--- config.mk ---
export PLATFORM = sky130hd
export DESIGN_NAME = thr_seq
export DESIGN_NICKNAME = d
export VERILOG_FILES = /design/src/rtl/core/thr_pkg.sv /design/src/rtl/core/thr_seq.sv
export SDC_FILE = /design/constraint.sdc
export NUM_CORES = 1
export LEC_CHECK = 0
export ABC_AREA = 1
export BUFFER_PORTS_ARGS = -buffer_cell sky130_fd_sc_hd__buf_2
export CAP_MARGIN = 40
export CORE_AREA = 2 2 43 45
export CTS_CLUSTER_DIAMETER = 120
export CTS_CLUSTER_SIZE = 25
export DETAILED_ROUTE_END_ITERATION = 8
export DIE_AREA = 0 0 45 47
export HOLD_SLACK_MARGIN = 0.15
export PLACE_DENSITY = 0.7
export SLEW_MARGIN = 10
export SYNTH_ARGS = -nofsm -noshare
export SYNTH_HDL_FRONTEND = slang
export SYNTH_SLANG_ARGS = --single-unit
--- constraint.sdc ---
create_clock -name i_clk -period 2.09 [get_ports i_clk]
set_input_delay 0.209 -clock i_clk [delete_from_list [all_inputs] [get_ports i_clk]]
set_output_delay 0.209 -clock i_clk [all_outputs]
set_load 0.02 [all_outputs]
--- src/rtl/core/thr_pkg.sv ---
// ----------------------------------------------------------------------------
// thr_pkg
// Shared types, constants and the microcode table of the time-stamped
// history ring.
// ----------------------------------------------------------------------------
package thr_pkg;

    // default ring depth
    localparam int unsigned DEPTH_DEF = 512;

    // item and entry widths
    localparam int unsigned STAMP_W = 64;
    localparam int unsigned ENTRY_W = 256;
    localparam int unsigned IN_W    = 320;
    localparam int unsigned OUT_W   = 256;

    // result status codes
    localparam logic [1:0] ST_OK    = 2'd0;
    localparam logic [1:0] ST_EMPTY = 2'd1;
    localparam logic [1:0] ST_OLD   = 2'd2;

    // microprogram step addresses
    typedef logic [3:0] t_pc;
    localparam t_pc PC_FETCH      = 4'd0;
    localparam t_pc PC_DISPATCH   = 4'd1;
    localparam t_pc PC_WR_COMMIT  = 4'd2;
    localparam t_pc PC_RD_CHECK   = 4'd3;
    localparam t_pc PC_RD_START   = 4'd4;
    localparam t_pc PC_RD_WALK    = 4'd5;
    localparam t_pc PC_POST_FOUND = 4'd6;
    localparam t_pc PC_POST_EMPTY = 4'd7;
    localparam t_pc PC_POST_OLD   = 4'd8;

    // jump conditions
    typedef enum logic [2:0] {
        C_ALWAYS,
        C_NO_REQ,
        C_OP_READ,
        C_EMPTY,
        C_OLDER,
        C_MISS
    } t_cond;

    // one control word
    typedef struct packed {
        logic       accept;     // take a request from the input side
        logic       rd_next;    // read the entry after the write slot
        logic       walk_init;  // clamp query, start walk at newest entry
        logic       walk_step;  // capture entry, step walk backward
        logic       wr_commit;  // store sample and update ring state
        logic       post;       // load the output register
        logic       res_found;  // posted data comes from captured entry
        logic [1:0] status;
        t_cond      cond;
        t_pc        target;
    } t_uword;

    // datapath status seen by the sequencer
    typedef struct packed {
        logic req;
        logic op_read;
        logic empty;
        logic older;
        logic miss;
        logic out_free;
    } t_flags;

    // microcode table
    function automatic t_uword ucode(input t_pc pc);
        t_uword w;
        w        = '0;
        w.cond   = C_ALWAYS;
        w.target = PC_FETCH;
        case (pc)
            PC_FETCH: begin
                w.accept = 1'b1;
                w.cond   = C_NO_REQ;
                w.target = PC_FETCH;
            end
            PC_DISPATCH: begin
                w.rd_next = 1'b1;
                w.cond    = C_OP_READ;
                w.target  = PC_RD_CHECK;
            end
            PC_WR_COMMIT: begin
                w.wr_commit = 1'b1;
                w.post      = 1'b1;
                w.status    = ST_OK;
            end
            PC_RD_CHECK: begin
                w.cond   = C_EMPTY;
                w.target = PC_POST_EMPTY;
            end
            PC_RD_START: begin
                w.walk_init = 1'b1;
                w.cond      = C_OLDER;
                w.target    = PC_POST_OLD;
            end
            PC_RD_WALK: begin
                w.walk_step = 1'b1;
                w.cond      = C_MISS;
                w.target    = PC_RD_WALK;
            end
            PC_POST_FOUND: begin
                w.post      = 1'b1;
                w.res_found = 1'b1;
                w.status    = ST_OK;
            end
            PC_POST_EMPTY: begin
                w.post   = 1'b1;
                w.status = ST_EMPTY;
            end
            PC_POST_OLD: begin
                w.post   = 1'b1;
                w.status = ST_OLD;
            end
            default: begin
                w.target = PC_FETCH;
            end
        endcase
        return w;
    endfunction

endpackage

--- src/rtl/core/thr_seq.sv ---
// ----------------------------------------------------------------------------
// thr_seq
// Microprogram sequencer: step counter, control word fetch and jumps.
// ----------------------------------------------------------------------------
module thr_seq (
    input  logic            i_clk,
    input  logic            i_rst_n,
    input  thr_pkg::t_flags i_flags,
    output thr_pkg::t_uword o_uw,
    output logic            o_exec
);
    import thr_pkg::*;

    t_pc    r_pc;
    t_pc    n_pc;
    t_uword w_uw;
    logic   w_stall;
    logic   w_taken;

    // control word for the current step
    assign w_uw = ucode(r_pc);

    // a posting step waits for the output register
    assign w_stall = w_uw.post && !i_flags.out_free;

    // jump condition
    always_comb begin
        case (w_uw.cond)
            C_ALWAYS:  w_taken = 1'b1;
            C_NO_REQ:  w_taken = !i_flags.req;
            C_OP_READ: w_taken = i_flags.op_read;
            C_EMPTY:   w_taken = i_flags.empty;
            C_OLDER:   w_taken = i_flags.older;
            C_MISS:    w_taken = i_flags.miss;
            default:   w_taken = 1'b1;
        endcase
    end

    // next step
    always_comb begin
        if (w_stall) begin
            n_pc = r_pc;
        end else if (w_taken) begin
            n_pc = w_uw.target;
        end else begin
            n_pc = r_pc + t_pc'(1);
        end
    end

    // step counter
    always_ff @(posedge i_clk) begin
        if (!i_rst_n) begin
            r_pc <= PC_FETCH;
        end else begin
            r_pc <= n_pc;
        end
    end

    assign o_uw   = w_uw;
    assign o_exec = !w_stall;

endmodule

Yosys cells after proc, flatten, opt, wreduce, memory -nomap -nowiden --
Index checks and enable logic that the tools add are counted.
Word-level totals: flip-flop bits (word level) 4, bits of input ports 8, logic and storage cells 33
Cells by class: add/subtract/negate cells 1, equal/unequal tests 13, muxes and demuxes 12, reductions and logical operators 6
Operators with widths (number):
- $eq A4 B3 Y1 const B | 4
- $pmux W4 S4 | 1
- $pmux W3 S5 | 1
- $eq A4 B2 Y1 const B | 2
- $mux W1 | 7
- $eq A3 B2 Y1 const B | 2
- $eq A3 B3 Y1 const B | 2
- $pmux W1 S5 | 1
- $add A4 B1 Y4 const B | 1
- $eq A4 B1 Y1 const B | 1
- $eq A4 B4 Y1 const B | 1
- $logic_not A4 Y1 | 1
- $mux W4 | 1
- $pmux W2 S2 | 1
- $reduce_or A4 Y1 | 1
- $eq A3 B1 Y1 const B | 1
- $logic_not A1 Y1 | 3
- $logic_and A1 B1 Y1 | 1

Logic depth before layout (Yosys ltp) --
Gate-level depths: netlist of the first run.
depth in word-level cells 5, depth in mapped cells 17, depth with buffers taken out 17

Least setup slack after synthesis of the first run --
OpenSTA, ideal clock, no wires.
kind register -> register, from register r_pc[1], to register r_pc[0], library setup time 109 ps, data arrival time 1900 ps, setup slack 81 ps, stages on the path, launching flop included 18, path buffers 0, period minus slack after synthesis 2009 ps, path through dfxtp_1 inv_1 ha_1 nand2_2 nand2_4 inv_2 ha_1 inv_1 nand2_2 nand2_2 nand2_1 nand2_1 nand2_2 nand3_2 nand2_1 nand3_1 nand2_1 inv_1
RTL lines:
- start: declaration | line thr_seq.sv:14 | t_pc r_pc;
- start signal: assignment | line thr_seq.sv:55 | r_pc <= n_pc;

Worst setup path after layout of the first run --
from register r_pc[1], to register r_pc[0]
Between the ends: word-level cells in the longest chain between the ends 5
Ends and longest elaborated chain:
- $eq A4 B3 Y1 (tied with other cells) | line thr_pkg.sv:74 | case (pc)
- $pmux W3 S5 | line thr_pkg.sv:74
- $eq A3 B3 Y1 (tied with other cells) | line thr_seq.sv:28 | case (w_uw.cond)
- $pmux W1 S5 | line thr_seq.sv:28
- $mux W4 | line thr_seq.sv:43 | end else if (w_taken) begin
Several ways; a longest one is shown, not always the timed one. A chain may end at the register's enable or synchronous reset.

==> impl_metrics.csv, run 1 <==
group,metric,value,unit
placed_design,place_inst,141,
routing,vias,697,
sta,fin_crit,1940,ps
min_path,hold_path.startpoint,"i_rst_n",
final_layout,stdcell_count,145,
die,rows,15,
min_path,hold_end,"r_pc[1]",
worst_setup_path,crit_path_end_kind,"flip-flop",
final_layout,insertedDiodeCount,0,
logic_synthesis,yosysTopAreaCellShare,12.2,%
final_layout,syn_to_final_growth,40.5,%
routing,via_per_inst,4.81,
worst_setup_path,crit_type,"flip-flop to flip-flop",
global_routing,grt_pass1_wl,2510,µm
worst_setup_path,path_max_fanout,5,
routing,wl,1510,µm
clock_network,cts_sinks,4,
placed_design,portBuffers,24,
sta,finClkSkew,4.30,ps
sta,worstMarginPinSlew,301,ps
worst_setup_path,cp_cell_sequence,"inv_2 -> ha_4 -> nand3_4 -> nand2_2 -> inv_2 -> ha_4 -> nand2_4 -> nand2_2 -> nor2_4 -> nor2_4 -> nor2_8 -> nand3_2 -> nand2_1 -> nand3_1 -> nand2_1 -> inv_1",
worst_setup_path,cp_data_arrival_time,2060,ps
routing,drt.antenna.violating_nets,0,
sta,rsz0062_at_grt,"false",
placed_design,gp_congestion,0.796,
logic_synthesis,yosys_warnings,0,
final_layout,layout.nets,143,
worst_setup_path,reg2reg_slack,150,ps
logic_synthesis,ys_ff_latch,4,
routing,post_drt_wl_per_cell,10.4,µm
worst_setup_path,reg2reg_depth,16,
die,placeableCoreArea,1650,µm²
clock_network,clk-insertion-delay-late,240,ps
worst_setup_path,regToRegStartpoint,"r_pc[1]",
min_path,holdPathStages,3,
sta,max-slew-margin-rel,79.9,%
final_layout,drive_above_1_share,54.7,%
power,peakVddDrop,0.658,mV
die,dieWidth,45,µm
global_routing,grt_use_total,16.4,%
die,top_level_ports,25,
clock_network,root_buffer,"clkbuf_4",
die,dieArea,2120,µm²
sta,setup_viol,0,
clock_network,cts-buffers-inserted,3,
logic_synthesis,synth_cell_types,23,
clock_network,cts_buffer_depth,2,
logic_synthesis,syn_area,654,µm²
clock_network,cts_tree,"yes",
placed_design,hpwl,1260,µm
worst_setup_path,cp.required,2220,ps
clock_network,clk_pin_slew,40,ps
global_routing,grt_antenna_before_repair,0,
run,max-cap-violations,0,
routing,drcViolationCount,0,
die,start_util,39.6,%
sta,finalHoldViolCount,0,
min_path,holdCritPathClass,"primary input to flip-flop",
final_layout,final_area,920,µm²
die,die-height,47,µm
logic_synthesis,synth_nets,107,
final_layout,final_cell_mix,"buf_2, inv_1, nand2_1, nand2_2, buf_4",
worst_setup_path,slowest_delay,350,ps
routing,drtIter0Drc,4,
routing,drt_first_pass_iters,3,
sta,fmax,516,MHz
final_layout,largest_reg_flops,4,
logic_synthesis,synth_area_leaders,"dfxtp_1, inv_1, nand2_2",
global_routing,grt_overflow,0,
status,run_status,"finished, final reports clean",
power,power.leakage,0.576,nW
power,powerDensity,1640,nW/µm²
logic_synthesis,synth_top_cell_by_area,"dfxtp_1",
worst_setup_path,cp_slowest_cell,"dfxtp_4",
global_routing,grt_pass1_vias,611,
placed_design,post_dp_cell_area,837,µm²
logic_synthesis,avgSynthCellArea,6.96,µm²
final_layout,fill_cells,168,
final_layout,mostFrequentLayoutCell,"buf_2",
logic_synthesis,netlist_instances,94,
global_routing,grt_max_degree,10,
worst_setup_path,start_kind,"flip-flop",
clock_network,postCtsHoldBufs,0,
worst_setup_path,timing.rr.end,"r_pc[0]",
sta,finalCritPeriodShare,92.7,%
final_layout,top_register,"r_pc",
logic_synthesis,synth-seq-area-share,12.2,%
clock_network,htreeDepth,1,
final_layout,top_regs,"r_pc: 4 flops",
sta,slew_viol_final,0,
sta,tns,0,ps
==> worst max-delay path, delay by kind of cell, from the launching register on <==
| kind | cells | cell delay [ps] |
|---|---|---|
| simple gates | 11 | 950 |
| flops | 1 | 350 |
| fa+ha+maj | 2 | 330 |
| buf+inv | 3 | 180 |
==> synth_stat cells (all sizes together) <==
cell type,count
ha,5
and3,1
buf,2
dfxtp,4
nand2,29
nand3,9
nor3b,1
a21oi,1
inv,22
a211o,1
nor2,6
nand3b,1
nand4,6
o21ai,4
xor2,2
==> final cells by class <==
| type | instances | area (µm²) | area share (%) |
|---|---|---|---|
| clock buffer | 3 | 22.5 | 2.45 |
| inverter | 22 | 82.6 | 8.98 |
| multi-input combinational | 66 | 518 | 56.3 |
| sequential | 4 | 87.6 | 9.52 |
| tap | 17 | 21.3 | 2.31 |
| timing repair buffer | 33 | 188 | 20.4 |
==> metrics by stage <==
stage          power, W  utilization (%)  hold slack (ps)  setup slack, ps
6_report        0.00150             55.7              239              153
4_1_cts         0.00142             52.1              234             28.1
3_3_place_gp    0.00129             50.7              489             50.3
3_5_place_dp    0.00132             50.7              488            -23.2
5_1_grt         0.00165             55.7              284             8.90
2_1_floorplan   0.00106                -              347             81.2
==> layer usage <==
layer | track usage [%] | up-vias | routed length, µm | part of all wire, %
li1 | - | 363 | - | -
met1 | 18.3 | 308 | 644 | 43
met2 | 29.1 | 22 | 748 | 50
met3 | 2.31 | 4 | 77 | 5.1
met4 | 10.6 | 0 | 37 | 2.5
met5 | 0 | - | 0 | 0
==> power by group <==
group	switching (W)	internal [W]	total, W
Combinational	0.000752	0.000505	0.00126
Clock	0.0000314	0.0000642	0.0000956
Sequential	0.0000420	0.000110	0.000152
Total	0.000825	0.000679	0.00150
==> cell families after synthesis <==
logic type | count (synthesis) | share of synthesized area [%]
AOI/OAI and AO/OA | 6 | 5.16
and+or+nand+nor | 53 | 54.9
buffers and inverters | 24 | 15.5
adders and majority gates | 5 | 9.56
xor gates and xnor gates | 2 | 2.68
DFF | 4 | 12.2
==> how the worst max path moves through the flow <==
stage	startpoint	end	slack, ps
final	r_pc[1]	r_pc[0]	150
after global routing	r_pc[0]	r_pc[0]	9
after CTS	r_pc[0]	r_pc[3]	30
after detailed placement	r_pc[1]	r_pc[3]	-20
after global placement	r_pc[1]	r_pc[2]	50
after floorplan	r_pc[1]	r_pc[0]	80
==> timing repair <==
item | in CTS | in global routing
setup endpoints to repair | 2 | 7
buffers inserted | 0 | 1
gates resized for setup | 1 | 14
pin swaps | 0 | 8
No activity file was read; power rests on OpenSTA's default activity.
==> run 2, diff against run 1 <==
--- a/config.mk
+++ b/config.mk
@@ -13,6 +13,7 @@
 export CTS_CLUSTER_SIZE = 25
 export DETAILED_ROUTE_END_ITERATION = 8
 export DIE_AREA = 0 0 45 47
+export GPL_TIMING_DRIVEN = 0
 export HOLD_SLACK_MARGIN = 0.15
 export PLACE_DENSITY = 0.7
 export SLEW_MARGIN = 10
==> impl_metrics.csv, run 2 (synthesized netlist as in run 1, its figures left out) <==
group,metric,value,unit
worst_setup_path,cp_slowest_cell,"dfxtp_4",
clock_network,htreeDepth,1,
final_layout,utilization,59.4,%
clock_network,root_buffer,"clkbuf_4",
worst_setup_path,cp_data_arrival_time,2130,ps
die,start_util,39.6,%
power,peakVddDrop,0.776,mV
status,run_status,"finished, final reports clean",
final_layout,stdcell_count,145,
worst_setup_path,crit_path_end_kind,"flip-flop",
clock_network,cts_sinks,4,
final_layout,top_register,"r_pc",
clock_network,clk-insertion-delay-late,230,ps
placed_design,post_dp_cell_area,796,µm²
final_layout,layout.nets,143,
final_layout,final_cell_mix,"buf_2, inv_1, nand2_1, nand2_2",
worst_setup_path,path_max_fanout,5,
power,powerDensity,1710,nW/µm²
die,top_level_ports,25,
clock_network,postCtsHoldBufs,0,
run,max-cap-violations,0,
die,die-height,47,µm
sta,max-slew-margin-rel,88.5,%
worst_setup_path,crit_top_cell,"nand2_4",
min_path,hold_path.startpoint,"i_rst_n",
sta,fmax,499,MHz
final_layout,drive_above_1_share,57.8,%
routing,drcViolationCount,0,
sta,fin_crit,2000,ps
sta,finClkSkew,2.53,ps
final_layout,syn_to_final_growth,49.9,%
routing,wl,1550,µm
routing,drt_first_pass_iters,4,
clock_network,cts-buffers-inserted,3,
power,switching_share,53.2,%
worst_setup_path,start_kind,"flip-flop",
die,rows,15,
power,p_sw,0.000894,W
clock_network,cts_buffer_depth,2,
global_routing,grt_pass1_wl,2260,µm
power,clkPwrFrac,5.6,%
final_layout,multi_input_area,556,µm²
routing,vias,706,
sta,tns,0,ps
global_routing,grt_overflow,0,
worst_setup_path,cp.buffers_inverters,3,
clock_network,clk_pin_slew,40,ps
worst_setup_path,cp.required,2210,ps
final_layout,mostFrequentLayoutCell,"buf_2",
final_layout,register_area,90.1,µm²
clock_network,cts_tree,"yes",
worst_setup_path,crit_path_start,"r_pc[0]",
sta,finalHoldViolCount,0,
placed_design,hpwl,1140,µm
global_routing,grt_pass1_vias,559,
die,dieArea,2120,µm²
die,dieWidth,45,µm
placed_design,dp_worst_setup_slack,-70.6,ps
global_routing,grt_max_degree,11,
worst_setup_path,crit_type,"flip-flop to flip-flop",
power,p_comb_share,85.1,%
worst_setup_path,cp_cell_sequence,"inv_4 -> ha_4 -> nand3_4 -> nand2_2 -> inv_2 -> ha_4 -> nand2_4 -> nand2_4 -> nand2_4 -> nor2_4 -> nor2_4 -> nor2_8 -> nand3_4 -> nand2_1 -> nand3_1 -> nand2_1 -> inv_1",
power,power.leakage,0.594,nW
worst_setup_path,cp_top_family,"simple AND/OR/NAND/NOR gates",
sta,worstMarginPinSlew,172,ps
routing,drt.antenna.violating_nets,0,
placed_design,gp_congestion,0.750,
final_layout,insertedDiodeCount,0,
power,intPower,0.000785,W
sta,setup_viol,0,
worst_setup_path,slowest_delay,400,ps
global_routing,grt_use_total,14.2,%
final_layout,top_regs,"r_pc: 4 flops",
power,p_seq_share,9.3,%
routing,post_drt_wl_per_cell,10.7,µm
min_path,holdCritPathClass,"primary input to flip-flop",
final_layout,final_area,981,µm²
die,placeableCoreArea,1650,µm²
sta,finalCritPeriodShare,95.9,%
worst_setup_path,regToRegStartpoint,"r_pc[0]",
routing,via_per_inst,4.87,
sta,slew_viol_final,0,
placed_design,portBuffers,24,
global_routing,grt_antenna_before_repair,0,
routing,drtIter0Drc,13,
final_layout,fill_cells,153,
sta,fin_ws,86.0,ps
final_layout,largest_reg_flops,4,
placed_design,place_inst,135,
## run 2: cell types whose count changed in the layout (fill, tap and decap cells not counted), moves of 2 or more
cell,previous run,this run
inv_4,0,3
dfxtp_2,0,2
dfxtp_1,2,0
buf_4,9,6
inv_2,5,2
nand3_4,1,3
## run 2: power groups by stage
stage / logic [W] / clock network, W / registers (W)
2_1_floorplan: 0.000940 / 0 / 0.000124
3_3_place_gp: 0.00113 / 0 / 0.000131
3_5_place_dp: 0.00114 / 0 / 0.000133
4_1_cts: 0.00115 / 0.0000994 / 0.000135
5_1_grt: 0.00155 / 0.000107 / 0.000163
6_report: 0.00143 / 0.0000936 / 0.000157
## run 2: what timing repair did
| item | CTS | global route |
|---|---|---|
| endpoints found under the hold margin | 0 | 0 |
| resized for setup | 3 | 23 |
| pin swaps | 0 | 14 |
| setup buffers | 0 | 7 |
| endpoints found under the setup margin | 3 | 5 |
## run 2: through the flow
stage	hold slack (ps)	total power, W
2_1_floorplan	347	0.00106
3_3_place_gp	489	0.00126
3_5_place_dp	494	0.00127
4_1_cts	239	0.00138
5_1_grt	258	0.00181
6_report	251	0.00168
## run 2: worst min-delay path: stages
cell	delay (ps)
buf_2	120
o21ai_0	70
a21oi_1	40
## run 2: path summary, 6_finish.rpt
kind / to / slack, ps / depth (start not counted)
worst max-delay path: r_pc[3] / 90 / 17
worst min-delay path: r_pc[1] / 250 / 3
worst max register to register: r_pc[3] / 90 / 17
worst min register to register: r_pc[1] / 620 / 2
## run 2: cell type report
type / instances / share of cell area, %
multi-input combinational: 66 / 56.6
timing repair buffer: 31 / 18.6
clock buffer: 3 / 2.30
tap: 17 / 2.17
buffer: 2 / 1.91
inverter: 22 / 9.18
sequential: 4 / 9.18
## run 2: layer usage
| layer | up-vias | track usage, % | wire [µm] |
|---|---|---|---|
| met1 | 319 | 17.9 | 687 |
| met2 | 22 | 24.0 | 769 |
| met3 | 0 | 2.69 | 91 |
| met5 | - | 0 | 0 |
| met4 | 0 | 5.29 | 0 |
| li1 | 365 | - | - |
